===== src/rtl/flcb_pkg.sv =====
// package for the free-look camera basis unit
// word types, register indexes, sequencer states and fixed-point constants
// no dependencies
`default_nettype none

package flcb_pkg;

	// input word: one look or move command
	typedef struct packed {
		logic               command;
		logic signed [15:0] delta_x;
		logic signed [15:0] delta_y;
		logic [1:0]         move_direction;
		logic [15:0]        delta_time;
	} cam_in_t;

	// result word: position and basis
	typedef struct packed {
		logic signed [31:0] pos_x;
		logic signed [31:0] pos_y;
		logic signed [31:0] pos_z;
		logic signed [15:0] front_x;
		logic signed [15:0] front_y;
		logic signed [15:0] front_z;
		logic signed [15:0] right_x;
		logic signed [15:0] right_z;
		logic signed [15:0] up_x;
		logic signed [15:0] up_y;
		logic signed [15:0] up_z;
	} cam_out_t;

	// command codes
	localparam logic CMD_LOOK = 1'b0;
	localparam logic CMD_MOVE = 1'b1;

	// move directions
	localparam logic [1:0] DIR_FORWARD  = 2'd0;
	localparam logic [1:0] DIR_BACKWARD = 2'd1;
	localparam logic [1:0] DIR_LEFT     = 2'd2;
	localparam logic [1:0] DIR_RIGHT    = 2'd3;

	// register indexes
	localparam logic [1:0] REG_LOOK_SCALE  = 2'd0;
	localparam logic [1:0] REG_MOVE_SPEED  = 2'd1;
	localparam logic [1:0] REG_PITCH_LIMIT = 2'd2;

	// register reset values
	localparam logic [15:0] LOOK_SCALE_RST  = 16'd27;
	localparam logic [15:0] MOVE_SPEED_RST  = 16'd3277;
	localparam logic [13:0] PITCH_LIMIT_RST = 14'd12780;

	// angles in Q3.13 radians
	localparam logic signed [15:0] PI_Q13      = 16'sd25736;
	localparam logic signed [15:0] HALF_PI_Q13 = 16'sd12868;
	localparam logic [33:0]        TWO_PI_Q13  = 34'd51472;
	localparam logic [15:0]        WRAP_DIV    = 16'd51472;
	// offset that keeps the yaw sum positive before the modulo
	localparam logic [33:0]        WRAP_BIAS   = 34'd3373268992;
	// yaw modulo: quotient estimate by reciprocal, then a few compare-subtracts
	// floor(2^31 / 2pi in Q3.13); estimate = ((sum >> 16) * recip) >> 15, low by at most 4
	localparam logic [15:0]        WRAP_RECIP   = 16'd41721;
	localparam int                 WRAP_IN_SHIFT = 16;
	localparam int                 WRAP_Q_SHIFT  = 15;
	localparam int                 WRAP_STEPS    = 7;

	// cordic in Q2.30
	localparam logic signed [33:0] CORDIC_GAIN = 34'sd652032874;
	localparam int                 CORDIC_FRAC = 30;
	localparam int                 ANGLE_SHIFT = 17;
	localparam int                 VEL_FRAC    = 24;
	localparam int                 ATAN_LEN    = 24;

	localparam logic [29:0] ATAN_TAB [ATAN_LEN] = '{
		30'd843314857, 30'd497837829, 30'd263043837, 30'd133525159,
		30'd67021687,  30'd33543516,  30'd16775851,  30'd8388437,
		30'd4194283,   30'd2097149,   30'd1048576,   30'd524288,
		30'd262144,    30'd131072,    30'd65536,     30'd32768,
		30'd16384,     30'd8192,      30'd4096,      30'd2048,
		30'd1024,      30'd512,       30'd256,       30'd128
	};

	// sequencer states
	typedef enum logic [3:0] {
		ST_IDLE,
		ST_SCALE,
		ST_WRAP,
		ST_ROT_PREP,
		ST_ROT,
		ST_ROT_END,
		ST_BASIS,
		ST_VEL,
		ST_STEP,
		ST_DONE
	} flcb_state_t;

endpackage

`default_nettype wire


===== src/rtl/free_look_camera_basis.sv =====
// free-look camera basis unit, top level
// uses flcb_pkg for word types, states and constants
`default_nettype none

// One command word at a time. A look word adds look_scale times the mouse
// x delta to yaw (wrapped into [-pi, pi)), subtracts look_scale times the
// y delta from pitch (clamped to the pitch limit, at most pi/2), then
// rebuilds front, right and up with a cordic sine/cosine. A move word
// steps the saturating position along front or right by move_speed *
// delta_time. Every word returns one result word. All math runs through
// one shared multiplier and one cordic stage under a small sequencer: a
// look word runs the scale products, the yaw wrap, two cordic passes and
// the basis products; a move word runs the velocity product and the
// position steps. cmd_stall is high while a word is in work; the result
// register lets the next word enter while a result waits.
module free_look_camera_basis #(
	parameter int CORDIC_STEPS       = 16,
	parameter int VECTOR_FRAC_BITS   = 14,
	parameter int POSITION_FRAC_BITS = 16
) (
	input  wire logic              clk,
	input  wire logic              arst_n,
	input  wire logic              cmd_valid,
	output logic                   cmd_stall,
	input  wire flcb_pkg::cam_in_t cmd_word,
	output logic                   res_valid,
	input  wire logic              res_stall,
	output flcb_pkg::cam_out_t     res_word,
	input  wire logic              cfg_we,
	input  wire logic [1:0]        cfg_index,
	input  wire logic [15:0]       cfg_data
);
	import flcb_pkg::*;

	localparam int VW  = VECTOR_FRAC_BITS + 2;
	localparam int MA  = 34;
	localparam int MB  = (VW > 17) ? VW : 17;
	localparam int PW  = MA + MB;
	localparam int CW  = $clog2(((CORDIC_STEPS > WRAP_STEPS) ? CORDIC_STEPS : WRAP_STEPS) + 1);
	localparam int SH_STEP = VECTOR_FRAC_BITS + VEL_FRAC - POSITION_FRAC_BITS;
	localparam int SH_ROT  = CORDIC_FRAC - VECTOR_FRAC_BITS;
	localparam logic signed [VW-1:0] ONE = VW'(1) << VECTOR_FRAC_BITS;

	// round half up by sh bits, then clamp to plus or minus one
	function automatic logic signed [VW-1:0] rnd_clamp(input logic signed [PW:0] v,
		input int sh);
		logic signed [PW:0] t;
		begin
			t = (v + ((PW+1)'(1) <<< (sh - 1))) >>> sh;
			if (t > (PW+1)'(ONE))
				rnd_clamp = ONE;
			else if (t < -((PW+1)'(ONE)))
				rnd_clamp = -ONE;
			else
				rnd_clamp = t[VW-1:0];
		end
	endfunction

	// registers
	flcb_state_t state_q, state_d;
	logic [CW-1:0] cnt_q;
	logic [15:0] look_scale_q, move_speed_q;
	logic [13:0] pitch_limit_q;
	cam_in_t cmd_q;
	logic signed [15:0] yaw_q, pitch_q;
	logic signed [31:0] pos_q [3];
	logic signed [VW-1:0] front_q [3];
	logic signed [VW-1:0] right_x_q, right_z_q;
	logic signed [VW-1:0] up_q [3];
	logic [33:0] wrap_q;
	logic sel_q, flip_q;
	logic signed [33:0] x_q, y_q, z_q;
	logic signed [VW-1:0] cy_q, sy_q, cp_q, sp_q;
	logic signed [PW-1:0] prod_q, acc_q;
	logic [31:0] vel_q;
	logic out_valid_q;
	cam_out_t out_q;

	logic signed [MA-1:0] mul_a;
	logic signed [MB-1:0] mul_b;
	logic signed [PW-1:0] mul_p;
	logic out_free;

	// combinational helpers
	logic [13:0] lim;
	logic signed [PW:0] pit_sum;
	logic [33:0] wrap_red;
	logic signed [15:0] rot_a, rot_a_adj;
	logic signed [33:0] atan_v;
	logic signed [33:0] x_fin, y_fin;
	logic signed [VW-1:0] step_vec;
	logic signed [PW:0] step_amt, pos_new;
	logic [1:0] pidx;

	assign out_free = !out_valid_q || !res_stall;
	assign cmd_stall = (state_q != ST_IDLE);
	assign res_valid = out_valid_q;
	assign res_word = out_q;

	// shared multiplier at full product width
	assign mul_p = mul_a * mul_b;

	// next state
	always_comb begin
		state_d = state_q;
		case (state_q)
			ST_IDLE: begin
				if (cmd_valid)
					state_d = (cmd_word.command == CMD_MOVE) ? ST_VEL : ST_SCALE;
			end
			ST_SCALE: begin
				if (cnt_q == CW'(2))
					state_d = ST_WRAP;
			end
			ST_WRAP: begin
				if (cnt_q == CW'(WRAP_STEPS - 1))
					state_d = ST_ROT_PREP;
			end
			ST_ROT_PREP: state_d = ST_ROT;
			ST_ROT: begin
				if (cnt_q == CW'(CORDIC_STEPS - 1))
					state_d = ST_ROT_END;
			end
			ST_ROT_END: state_d = sel_q ? ST_BASIS : ST_ROT_PREP;
			ST_BASIS: begin
				if (cnt_q == CW'(6))
					state_d = ST_DONE;
			end
			ST_VEL: begin
				if (cnt_q == CW'(1))
					state_d = ST_STEP;
			end
			ST_STEP: begin
				if (cnt_q == CW'(3))
					state_d = ST_DONE;
			end
			ST_DONE: begin
				if (out_free)
					state_d = ST_IDLE;
			end
			default: state_d = ST_IDLE;
		endcase
	end

	// step vector for a move word
	always_comb begin
		pidx = cnt_q[1:0] - 2'd1;
		if (cnt_q[1:0] == 2'd3)
			step_vec = '0;
		else if (cmd_q.move_direction == DIR_FORWARD || cmd_q.move_direction == DIR_BACKWARD)
			step_vec = front_q[cnt_q[1:0]];
		else if (cnt_q[1:0] == 2'd0)
			step_vec = right_x_q;
		else if (cnt_q[1:0] == 2'd2)
			step_vec = right_z_q;
		else
			step_vec = '0;
	end

	// multiplier operand selection
	always_comb begin
		mul_a = '0;
		mul_b = '0;
		case (state_q)
			ST_SCALE: begin
				mul_a = (cnt_q == '0) ? MA'(cmd_q.delta_x) : MA'(cmd_q.delta_y);
				mul_b = MB'(signed'({1'b0, look_scale_q}));
			end
			ST_WRAP: begin
				// quotient estimate, then quotient times 2pi
				if (cnt_q == '0) begin
					mul_a = MA'(signed'({1'b0, wrap_q[33:WRAP_IN_SHIFT]}));
					mul_b = MB'(signed'({1'b0, WRAP_RECIP}));
				end else if (cnt_q == CW'(1)) begin
					mul_a = MA'(prod_q >>> WRAP_Q_SHIFT);
					mul_b = MB'(signed'({1'b0, WRAP_DIV}));
				end
			end
			ST_BASIS: begin
				case (cnt_q[2:0])
					3'd0: begin mul_a = MA'(cy_q); mul_b = MB'(cp_q); end
					3'd1: begin mul_a = MA'(sy_q); mul_b = MB'(cp_q); end
					3'd2: begin mul_a = MA'(cy_q); mul_b = MB'(front_q[0]); end
					3'd3: begin mul_a = MA'(sy_q); mul_b = MB'(front_q[2]); end
					3'd4: begin mul_a = MA'(cy_q); mul_b = MB'(sp_q); end
					3'd5: begin mul_a = MA'(sy_q); mul_b = MB'(sp_q); end
					default: begin mul_a = '0; mul_b = '0; end
				endcase
			end
			ST_VEL: begin
				mul_a = MA'(signed'({1'b0, move_speed_q}));
				mul_b = MB'(signed'({1'b0, cmd_q.delta_time}));
			end
			ST_STEP: begin
				mul_a = MA'(signed'({1'b0, vel_q}));
				mul_b = MB'(step_vec);
			end
			default: begin
				mul_a = '0;
				mul_b = '0;
			end
		endcase
	end

	// shared datapath values
	always_comb begin
		lim = (pitch_limit_q > 14'(HALF_PI_Q13)) ? 14'(HALF_PI_Q13) : pitch_limit_q;
		pit_sum = (PW+1)'(pitch_q) - (PW+1)'(prod_q);
		wrap_red = (wrap_q >= TWO_PI_Q13) ? wrap_q - TWO_PI_Q13 : wrap_q;
		rot_a = sel_q ? pitch_q : yaw_q;
		if (rot_a > HALF_PI_Q13)
			rot_a_adj = rot_a - PI_Q13;
		else if (rot_a < -HALF_PI_Q13)
			rot_a_adj = rot_a + PI_Q13;
		else
			rot_a_adj = rot_a;
		atan_v = 34'(signed'({1'b0, ATAN_TAB[cnt_q]}));
		x_fin = flip_q ? -x_q : x_q;
		y_fin = flip_q ? -y_q : y_q;
		step_amt = ((PW+1)'(prod_q) + ((PW+1)'(1) <<< (SH_STEP - 1))) >>> SH_STEP;
		if ((cmd_q.move_direction == DIR_BACKWARD) || (cmd_q.move_direction == DIR_LEFT))
			pos_new = (PW+1)'(pos_q[pidx]) - step_amt;
		else
			pos_new = (PW+1)'(pos_q[pidx]) + step_amt;
	end

	// control registers
	always_ff @(posedge clk or negedge arst_n) begin
		if (!arst_n) begin
			state_q <= ST_IDLE;
			cnt_q <= '0;
			out_valid_q <= 1'b0;
			look_scale_q <= LOOK_SCALE_RST;
			move_speed_q <= MOVE_SPEED_RST;
			pitch_limit_q <= PITCH_LIMIT_RST;
			yaw_q <= '0;
			pitch_q <= '0;
			pos_q[0] <= '0;
			pos_q[1] <= '0;
			pos_q[2] <= '0;
			front_q[0] <= ONE;
			front_q[1] <= '0;
			front_q[2] <= '0;
			right_x_q <= '0;
			right_z_q <= ONE;
			up_q[0] <= '0;
			up_q[1] <= ONE;
			up_q[2] <= '0;
			sel_q <= 1'b0;
		end else begin
			state_q <= state_d;
			// configuration writes
			if (cfg_we) begin
				case (cfg_index)
					REG_LOOK_SCALE:  look_scale_q <= cfg_data;
					REG_MOVE_SPEED:  move_speed_q <= cfg_data;
					REG_PITCH_LIMIT: pitch_limit_q <= cfg_data[13:0];
					default: ;
				endcase
			end
			// result register
			if (state_q == ST_DONE && out_free)
				out_valid_q <= 1'b1;
			else if (out_valid_q && !res_stall)
				out_valid_q <= 1'b0;
			// step counter
			if (state_d != state_q)
				cnt_q <= '0;
			else
				cnt_q <= cnt_q + CW'(1);
			// angle and basis state
			case (state_q)
				ST_SCALE: begin
					if (cnt_q == CW'(2)) begin
						if (pit_sum > (PW+1)'(signed'({1'b0, lim})))
							pitch_q <= 16'(lim);
						else if (pit_sum < -((PW+1)'(signed'({1'b0, lim}))))
							pitch_q <= -16'(lim);
						else
							pitch_q <= pit_sum[15:0];
					end
					sel_q <= 1'b0;
				end
				ST_WRAP: begin
					if (cnt_q == CW'(WRAP_STEPS - 1))
						yaw_q <= 16'(wrap_red - 34'(PI_Q13));
				end
				ST_ROT_END: sel_q <= 1'b1;
				ST_BASIS: begin
					case (cnt_q[2:0])
						3'd1: front_q[0] <= rnd_clamp((PW+1)'(prod_q), VECTOR_FRAC_BITS);
						3'd2: begin
							front_q[2] <= rnd_clamp((PW+1)'(prod_q), VECTOR_FRAC_BITS);
							front_q[1] <= sp_q;
							right_x_q <= -sy_q;
							right_z_q <= cy_q;
						end
						3'd4: up_q[1] <= rnd_clamp((PW+1)'(acc_q) + (PW+1)'(prod_q),
							VECTOR_FRAC_BITS);
						3'd5: up_q[0] <= rnd_clamp(-((PW+1)'(prod_q)), VECTOR_FRAC_BITS);
						3'd6: up_q[2] <= rnd_clamp(-((PW+1)'(prod_q)), VECTOR_FRAC_BITS);
						default: ;
					endcase
				end
				ST_STEP: begin
					if (cnt_q != '0) begin
						if (pos_new > (PW+1)'(32'sh7fffffff))
							pos_q[pidx] <= 32'sh7fffffff;
						else if (pos_new < (PW+1)'(-33'sh80000000))
							pos_q[pidx] <= 32'sh80000000;
						else
							pos_q[pidx] <= pos_new[31:0];
					end
				end
				default: ;
			endcase
		end
	end

	// payload registers
	always_ff @(posedge clk) begin
		prod_q <= mul_p;
		if (state_q == ST_IDLE && cmd_valid)
			cmd_q <= cmd_word;
		case (state_q)
			ST_SCALE: begin
				if (cnt_q == CW'(1))
					wrap_q <= 34'((PW+1)'(yaw_q) + (PW+1)'(prod_q) + (PW+1)'(PI_Q13)
						+ (PW+1)'(WRAP_BIAS));
			end
			ST_WRAP: begin
				// remove the estimated multiple of 2pi, then trim what is left
				if (cnt_q == CW'(2))
					wrap_q <= wrap_q - prod_q[33:0];
				else if (cnt_q > CW'(2))
					wrap_q <= wrap_red;
			end
			ST_ROT_PREP: begin
				flip_q <= (rot_a != rot_a_adj);
				z_q <= 34'(rot_a_adj) <<< ANGLE_SHIFT;
				x_q <= CORDIC_GAIN;
				y_q <= '0;
			end
			ST_ROT: begin
				if (!z_q[33]) begin
					x_q <= x_q - (y_q >>> cnt_q);
					y_q <= y_q + (x_q >>> cnt_q);
					z_q <= z_q - atan_v;
				end else begin
					x_q <= x_q + (y_q >>> cnt_q);
					y_q <= y_q - (x_q >>> cnt_q);
					z_q <= z_q + atan_v;
				end
			end
			ST_ROT_END: begin
				if (sel_q) begin
					cp_q <= rnd_clamp((PW+1)'(x_fin), SH_ROT);
					sp_q <= rnd_clamp((PW+1)'(y_fin), SH_ROT);
				end else begin
					cy_q <= rnd_clamp((PW+1)'(x_fin), SH_ROT);
					sy_q <= rnd_clamp((PW+1)'(y_fin), SH_ROT);
				end
			end
			ST_BASIS: begin
				if (cnt_q == CW'(3))
					acc_q <= prod_q;
			end
			ST_VEL: begin
				if (cnt_q == CW'(1))
					vel_q <= prod_q[31:0];
			end
			default: ;
		endcase
		// load the result word
		if (state_q == ST_DONE && out_free) begin
			out_q.pos_x <= pos_q[0];
			out_q.pos_y <= pos_q[1];
			out_q.pos_z <= pos_q[2];
			out_q.front_x <= 16'(front_q[0]);
			out_q.front_y <= 16'(front_q[1]);
			out_q.front_z <= 16'(front_q[2]);
			out_q.right_x <= 16'(right_x_q);
			out_q.right_z <= 16'(right_z_q);
			out_q.up_x <= 16'(up_q[0]);
			out_q.up_y <= 16'(up_q[1]);
			out_q.up_z <= 16'(up_q[2]);
		end
	end

endmodule

`default_nettype wire


===== config.mk =====
export PLATFORM = sky130hd
export DESIGN_NAME = free_look_camera_basis
export DESIGN_NICKNAME = d
export VERILOG_FILES = /design/src/rtl/flcb_pkg.sv /design/src/rtl/free_look_camera_basis.sv
export SDC_FILE = /design/constraint.sdc
export NUM_CORES = 2
export LEC_CHECK = 0
export ABC_AREA = 1
export ABC_CLOCK_PERIOD_IN_PS = 20400
export BUFFER_PORTS_ARGS = -buffer_cell sky130_fd_sc_hd__buf_2
export CORE_MARGIN = 4
export CORE_UTILIZATION = 25
export CTS_CLUSTER_DIAMETER = 120
export CTS_CLUSTER_SIZE = 24
export DETAILED_ROUTE_END_ITERATION = 6
export PLACE_DENSITY = 0.5
export SLEW_MARGIN = 25
export SYNTH_ARGS = -nofsm -noshare
export SYNTH_HDL_FRONTEND = slang
export SYNTH_SLANG_ARGS = --single-unit

===== constraint.sdc =====
create_clock -name clk -period 20.4 [get_ports clk]
set_input_delay 4.08 -clock clk [delete_from_list [all_inputs] [get_ports clk]]
set_output_delay 4.08 -clock clk [all_outputs]
set_load 0.01 [all_outputs]

### Word-level counts from Yosys, hierarchy flattened

Memories as Yosys holds them, arrays and structs flattened.
Index checks and enable logic that the tools add are counted.
W data, S select, Z words.

* $add $sub $neg: 32
* mux-type cells: 71
* equality and inequality tests: 30
* bitwise logic cells: 10
* order comparisons: 23
* reductions and logical operators: 41
* $mul: 1
* shift operators: 2

Operator list (number)
* $mux W34: 12
* $mux W16: 23
* $pmux W34 S2: 5
* $mux W96: 2
* $pmux W34 S5: 1
* $gt A38 B16 Y1 const B: 3
* $lt A38 B15 Y1 const B: 3
* $add A52 B15 Y52 const B: 2
* $sub A34 B34 Y34: 3
* $bwmux W96: 1
* $mux W32: 3
* $and A93 B93 Y93: 1
* $not A93 Y93: 1
* $or A93 B93 Y93: 1
* $pmux W17 S5: 1
* $add A34 B17 Y35 const B: 2
* $add A34 B34 Y34: 2
* $neg A34 Y34: 2
* $pmux W17 S4: 1
* $sshr A34 B5 Y34: 2
* $bmux W32 S2: 1
* $demux W32 S2: 1
* $mux W30: 2
* $add A51 B15 Y52 const B: 1
* other kinds (81): 134

* output and inout port bits: 226
* bits in registers: 922
* memory bits (read-only): 960
* memories kept: 1
* input bits: 74
* logic and storage cells: 258

Memory list
* (no name shown): words 32, width 30, read ports 1, clocked after Yosys merged registers in 0, wr ports 0, line free_look_camera_basis.sv:217 `atan_v = 34'(signed'({1'b0, ATAN_TAB[cnt_q]}));`

### Logic depth before layout (Yosys ltp)

* depth in word-level cells: 10
* mapped depth: 50
* depth with buffers taken out: 43

### Least setup slack after synthesis

No wires, ideal clock.

* path type: in2reg
* from: input res_stall
* to: register out_q (netlist bit res_word[0]) (enable)
* data required time: 19.588 ns
* cell stages on the path: 3
* data arrival time: 13.427 ns
* setup time: 0.812 ns
* slack: 6.161 ns
* path buffers: 0
* cells stage by stage: nand2_1 inv_1 nor2_1

* cells in the longest elaborated chain, start to end: 3

Ends and longest elaborated chain
* start, declared: line free_look_camera_basis.sv:27 `input wire logic res_stall,`
* $logic_not A1 Y1: line free_look_camera_basis.sv:95 `assign out_free = !out_valid_q || !res_stall;`
* $logic_or A1 B1 Y1: line free_look_camera_basis.sv:95
* $logic_and A1 B1 Y1: line free_look_camera_basis.sv:375 `if (state_q == ST_DONE && out_free) begin`
* end, declared: line free_look_camera_basis.sv:77 `cam_out_t out_q;`

No other way between the ends.
A chain may end at the register's enable or synchronous reset.

### Worst setup path in the final report

* from: register cnt_q[3]
* to: register prod_q[45]

* cells in the longest elaborated chain, start to end: 5
* elaborated cells on any way between the ends: 10
* those cells by class: 1 x mul; 1 x eq/ne; 7 x mux; 1 x reduce/logical

Ends and longest elaborated chain
* start, declared: line free_look_camera_basis.sv:61 `logic [CW-1:0] cnt_q;`
* start signal, assigned: line free_look_camera_basis.sv:270 `cnt_q <= cnt_q + CW'(1);`
* $eq A5 B1 Y1: line free_look_camera_basis.sv:174 `end else if (cnt_q == CW'(1)) begin`
* $mux W34 or $mux W16 (tied branches): line free_look_camera_basis.sv:174
* $mux W34 or $mux W16 (tied branches): line free_look_camera_basis.sv:171 `if (cnt_q == '0) begin`
* $pmux W34 S5 or $pmux W17 S5 (tied branches): line free_look_camera_basis.sv:164 `case (state_q)`
* $mul A34 B17 Y51 *: line free_look_camera_basis.sv:101 `assign mul_p = mul_a * mul_b;`
* net mul_p[45]: line free_look_camera_basis.sv:81 `logic signed [PW-1:0] mul_p;`
* end signal, assigned: line free_look_camera_basis.sv:322 `prod_q <= mul_p;`
* end, declared: line free_look_camera_basis.sv:74 `logic signed [PW-1:0] prod_q, acc_q;`

The timed path passes the listed nets; every way through them passes the cells marked *.

==> results.ini <==
[global_route]
grt_pass1_wl_um = 578000
grt_remaining_overflow = 0
track_usage_pct = 20.2
grt_pass1_vias = 83600
antenna_found_initial = 23
grt_max_degree = 153

[synthesis]
synth_area_leader_cell = edfxtp_1
synth_area_sq_um = 92900
synth_ff_type = edfxtp_1
yosysTopAreaCellShare_pct = 18.0
synthTopCellsByArea = edfxtp_1 18%, nand2_1 14%, fa_1 12%
synth_warnings = 0
ys_ff_latch = 922
yosysMostFrequentCell = nand2_1
ys_seq_area_share_pct = 27.6
synth.distinct_cells = 75
synthTopCellsByCount = 3,364 x nand2_1, 1,780 x inv_1, 1,473 x nor2_1
syn_nets = 14000
synth_edf_count = 558
synth.avg_cell_area_sq_um = 7.25
syn_inst = 12800
async_flop_share_pct = 33.9

[worst_setup_path]
critical_path_class = register to register
cp_max_fo = 33
cp_slowest_cell = inv_2
cp-start-kind = register
cp.required_ps = 21090
r2r_cells = 34
critPathCaptureType = register
crit_arrival_ps = 12140
critPathMaxStageDelay_ps = 770

[clocking]
htreeDepth = 2
clock_latency_ps = 840
root_buffer = clkbuf_16
clk_pin_slew_ps = 110
cts_tree = done
cts_hold_buf = 0
cts.sinks = 922
cts_buffers = 56
clock_path_buffers = 3
post_cts_resized = 0
postCtsSetupRepairBufs = 0

[sta]
hold_viol = 0
rsz0062_at_grt = false
slew_viol_final = 0
finalSetupViolCount = 0
timing.setup.tns_ps = 0
fin_crit_sh_pct = 56.1
min_period_ps = 11450
fin_skew_ps = 86.3
maxSlewHeadroom_pct = 27.9
worst_slew_pin_slew_ps = 1070
max_freq_mhz = 87.3
hold_slack_ps = 446

[hold_path]
hold_class = register to register
holdPathStages = 0

[placed_design]
dp_hpwl_um = 324000
port-buffer-count = 299
place.gp.congestion = 0.976

[floorplanning]
die_w_um = 618
fp.dieArea_sq_um = 381000
core_sq_um = 369000
start_util_pct = 25.1
fp-row-count = 223
io_pins = 300
fp.dieH_um = 618

[cells_and_area]
drive_gt1_share_pct = 5.75
nets = 14200
final_util_pct = 27.7
area_growth_pct = 10.3
fill_cells = 41000

[drt]
vias = 87200
drt_pass1_iterations = 6
drt-total-wl_um = 399000
postRouteAntennaNets = 0
drc = 0
drtIter0Drc = 8351
avgViaCountPerCell = 4.86
wl_per_cell_um = 22.2

[flow_run]
cap_violations = 0

[outcome]
status = finished, final reports clean

worst max-delay path: cells and delay by family, from the launching register on:
family / cells / cell delay, ps
and+or+nand+nor: 12 / 3250
AOI/OAI and AO/OA: 4 / 1190
buffers and inverters: 10 / 2810
adders and majority gates: 7 / 3530
DFF: 1 / 370
xor gates and xnor gates: 1 / 120
final timing paths:
check	from	endpoint	slack, ps
max in group asynchronous	arst_n	right_x_q[3]$_DFFE_PN0P_	15080
worst min register to register	up_q[20]$_DFFE_PN0P_	res_word[20]$_DFFE_PP_	450
worst max register to register	cnt_q[3]$_DFF_PN0_	prod_q[45]$_DFF_P_	8950
min in group asynchronous	arst_n	pos_q[36]$_DFFE_PN0P_	3180
worst max-delay path	cnt_q[3]$_DFF_PN0_	prod_q[45]$_DFF_P_	8950
worst min-delay path	up_q[20]$_DFFE_PN0P_	res_word[20]$_DFFE_PP_	450
cell families (layout without fill, tap and decap cells):
logic type	after synthesis	in the layout	share of synthesized area (%)
other	0	5	0
and+or+nand+nor	5997	5997	26.4
xor gates and xnor gates	392	392	3.70
adders and majority gates	1155	1155	20.1
DFF	922	922	27.6
buffers and inverters	2229	2399	9.23
muxes	32	32	0.346
AOI/OAI and AO/OA	2079	2079	12.7
final cells by class:
type                            count  area (sq um)  area share, %
Timing Repair Buffer              468          2830           2.76
Tap cell                         4950          6190           6.05
Multi-Input combinational cell   9655         59000           57.6
Inverter                         1825          6850           6.69
Clock buffer                       79          1540           1.50
Clock inverter                     27           400          0.391
Antenna cell                        5          12.5         0.0122
Sequential cell                   922         25600           25.0
registers in the layout, indices dropped and copies added (netlist names), 32 cells and up:
signal and cells:
res_word 224, pos_q 96, acc_q 51, prod_q 51, cmd_q 50, front_q 48, up_q 48, wrap_q 34
x_q 34, y_q 34, z_q 34, vel_q 32
routing by layer:
| layer | GRT usage [%] | wire length [um] |
|---|---|---|
| met4 | 10.6 | 25000 |
| met3 | 2.40 | 23400 |
| met2 | 32.2 | 178000 |
| met5 | 0 | 13 |
| met1 | 26.9 | 173000 |
layout by cell type, fill, tap and decap left out, types with 18 or more instances in the layout:
cell,Yosys,routed
o31ai_1,34,34
inv_1,1780,1775
nand3_1,699,698
o21ai_0,818,818
or2_2,52,52
a221oi_1,38,38
xnor2_1,99,99
a221o_1,18,18
o21bai_1,43,43
clkbuf_1,259,20
fa_1,558,558
buf_4,14,166
a21oi_1,673,673
o21ai_1,97,97
xor2_1,293,291
a31oi_1,60,60
nand2_1,3364,3364
nor2_2,10,22
a22o_1,18,18
inv_2,19,23
o221ai_1,39,39
edfxtp_1,558,558
clkbuf_16,0,58
a21boi_0,29,29
nor4_1,48,41
dfxtp_1,51,51
o22ai_1,40,40
mux2i_1,31,31
nand4_1,147,147
a21o_1,23,23
dfstp_2,22,22
nor2_1,1473,1452
o21a_1,48,48
buf_2,94,298
ha_1,597,594
dfrtp_1,291,288
nand3b_1,28,28
clkinv_1,26,25
o211ai_1,45,45
nor3_1,121,117
per-stage QoR:
stage	cells	area (sq um)	setup WS, ps
finish	17900	102000	8950
global route	17900	102000	8660
floorplan	12800	92900	6160
detailed placement	17800	100000	9170
CTS	17900	102000	9090
global placement	17800	100000	9050
Power is left out: the tool's default activity adds up to more than one toggle a clock period on the data nets, which glitch-free logic cannot reach.
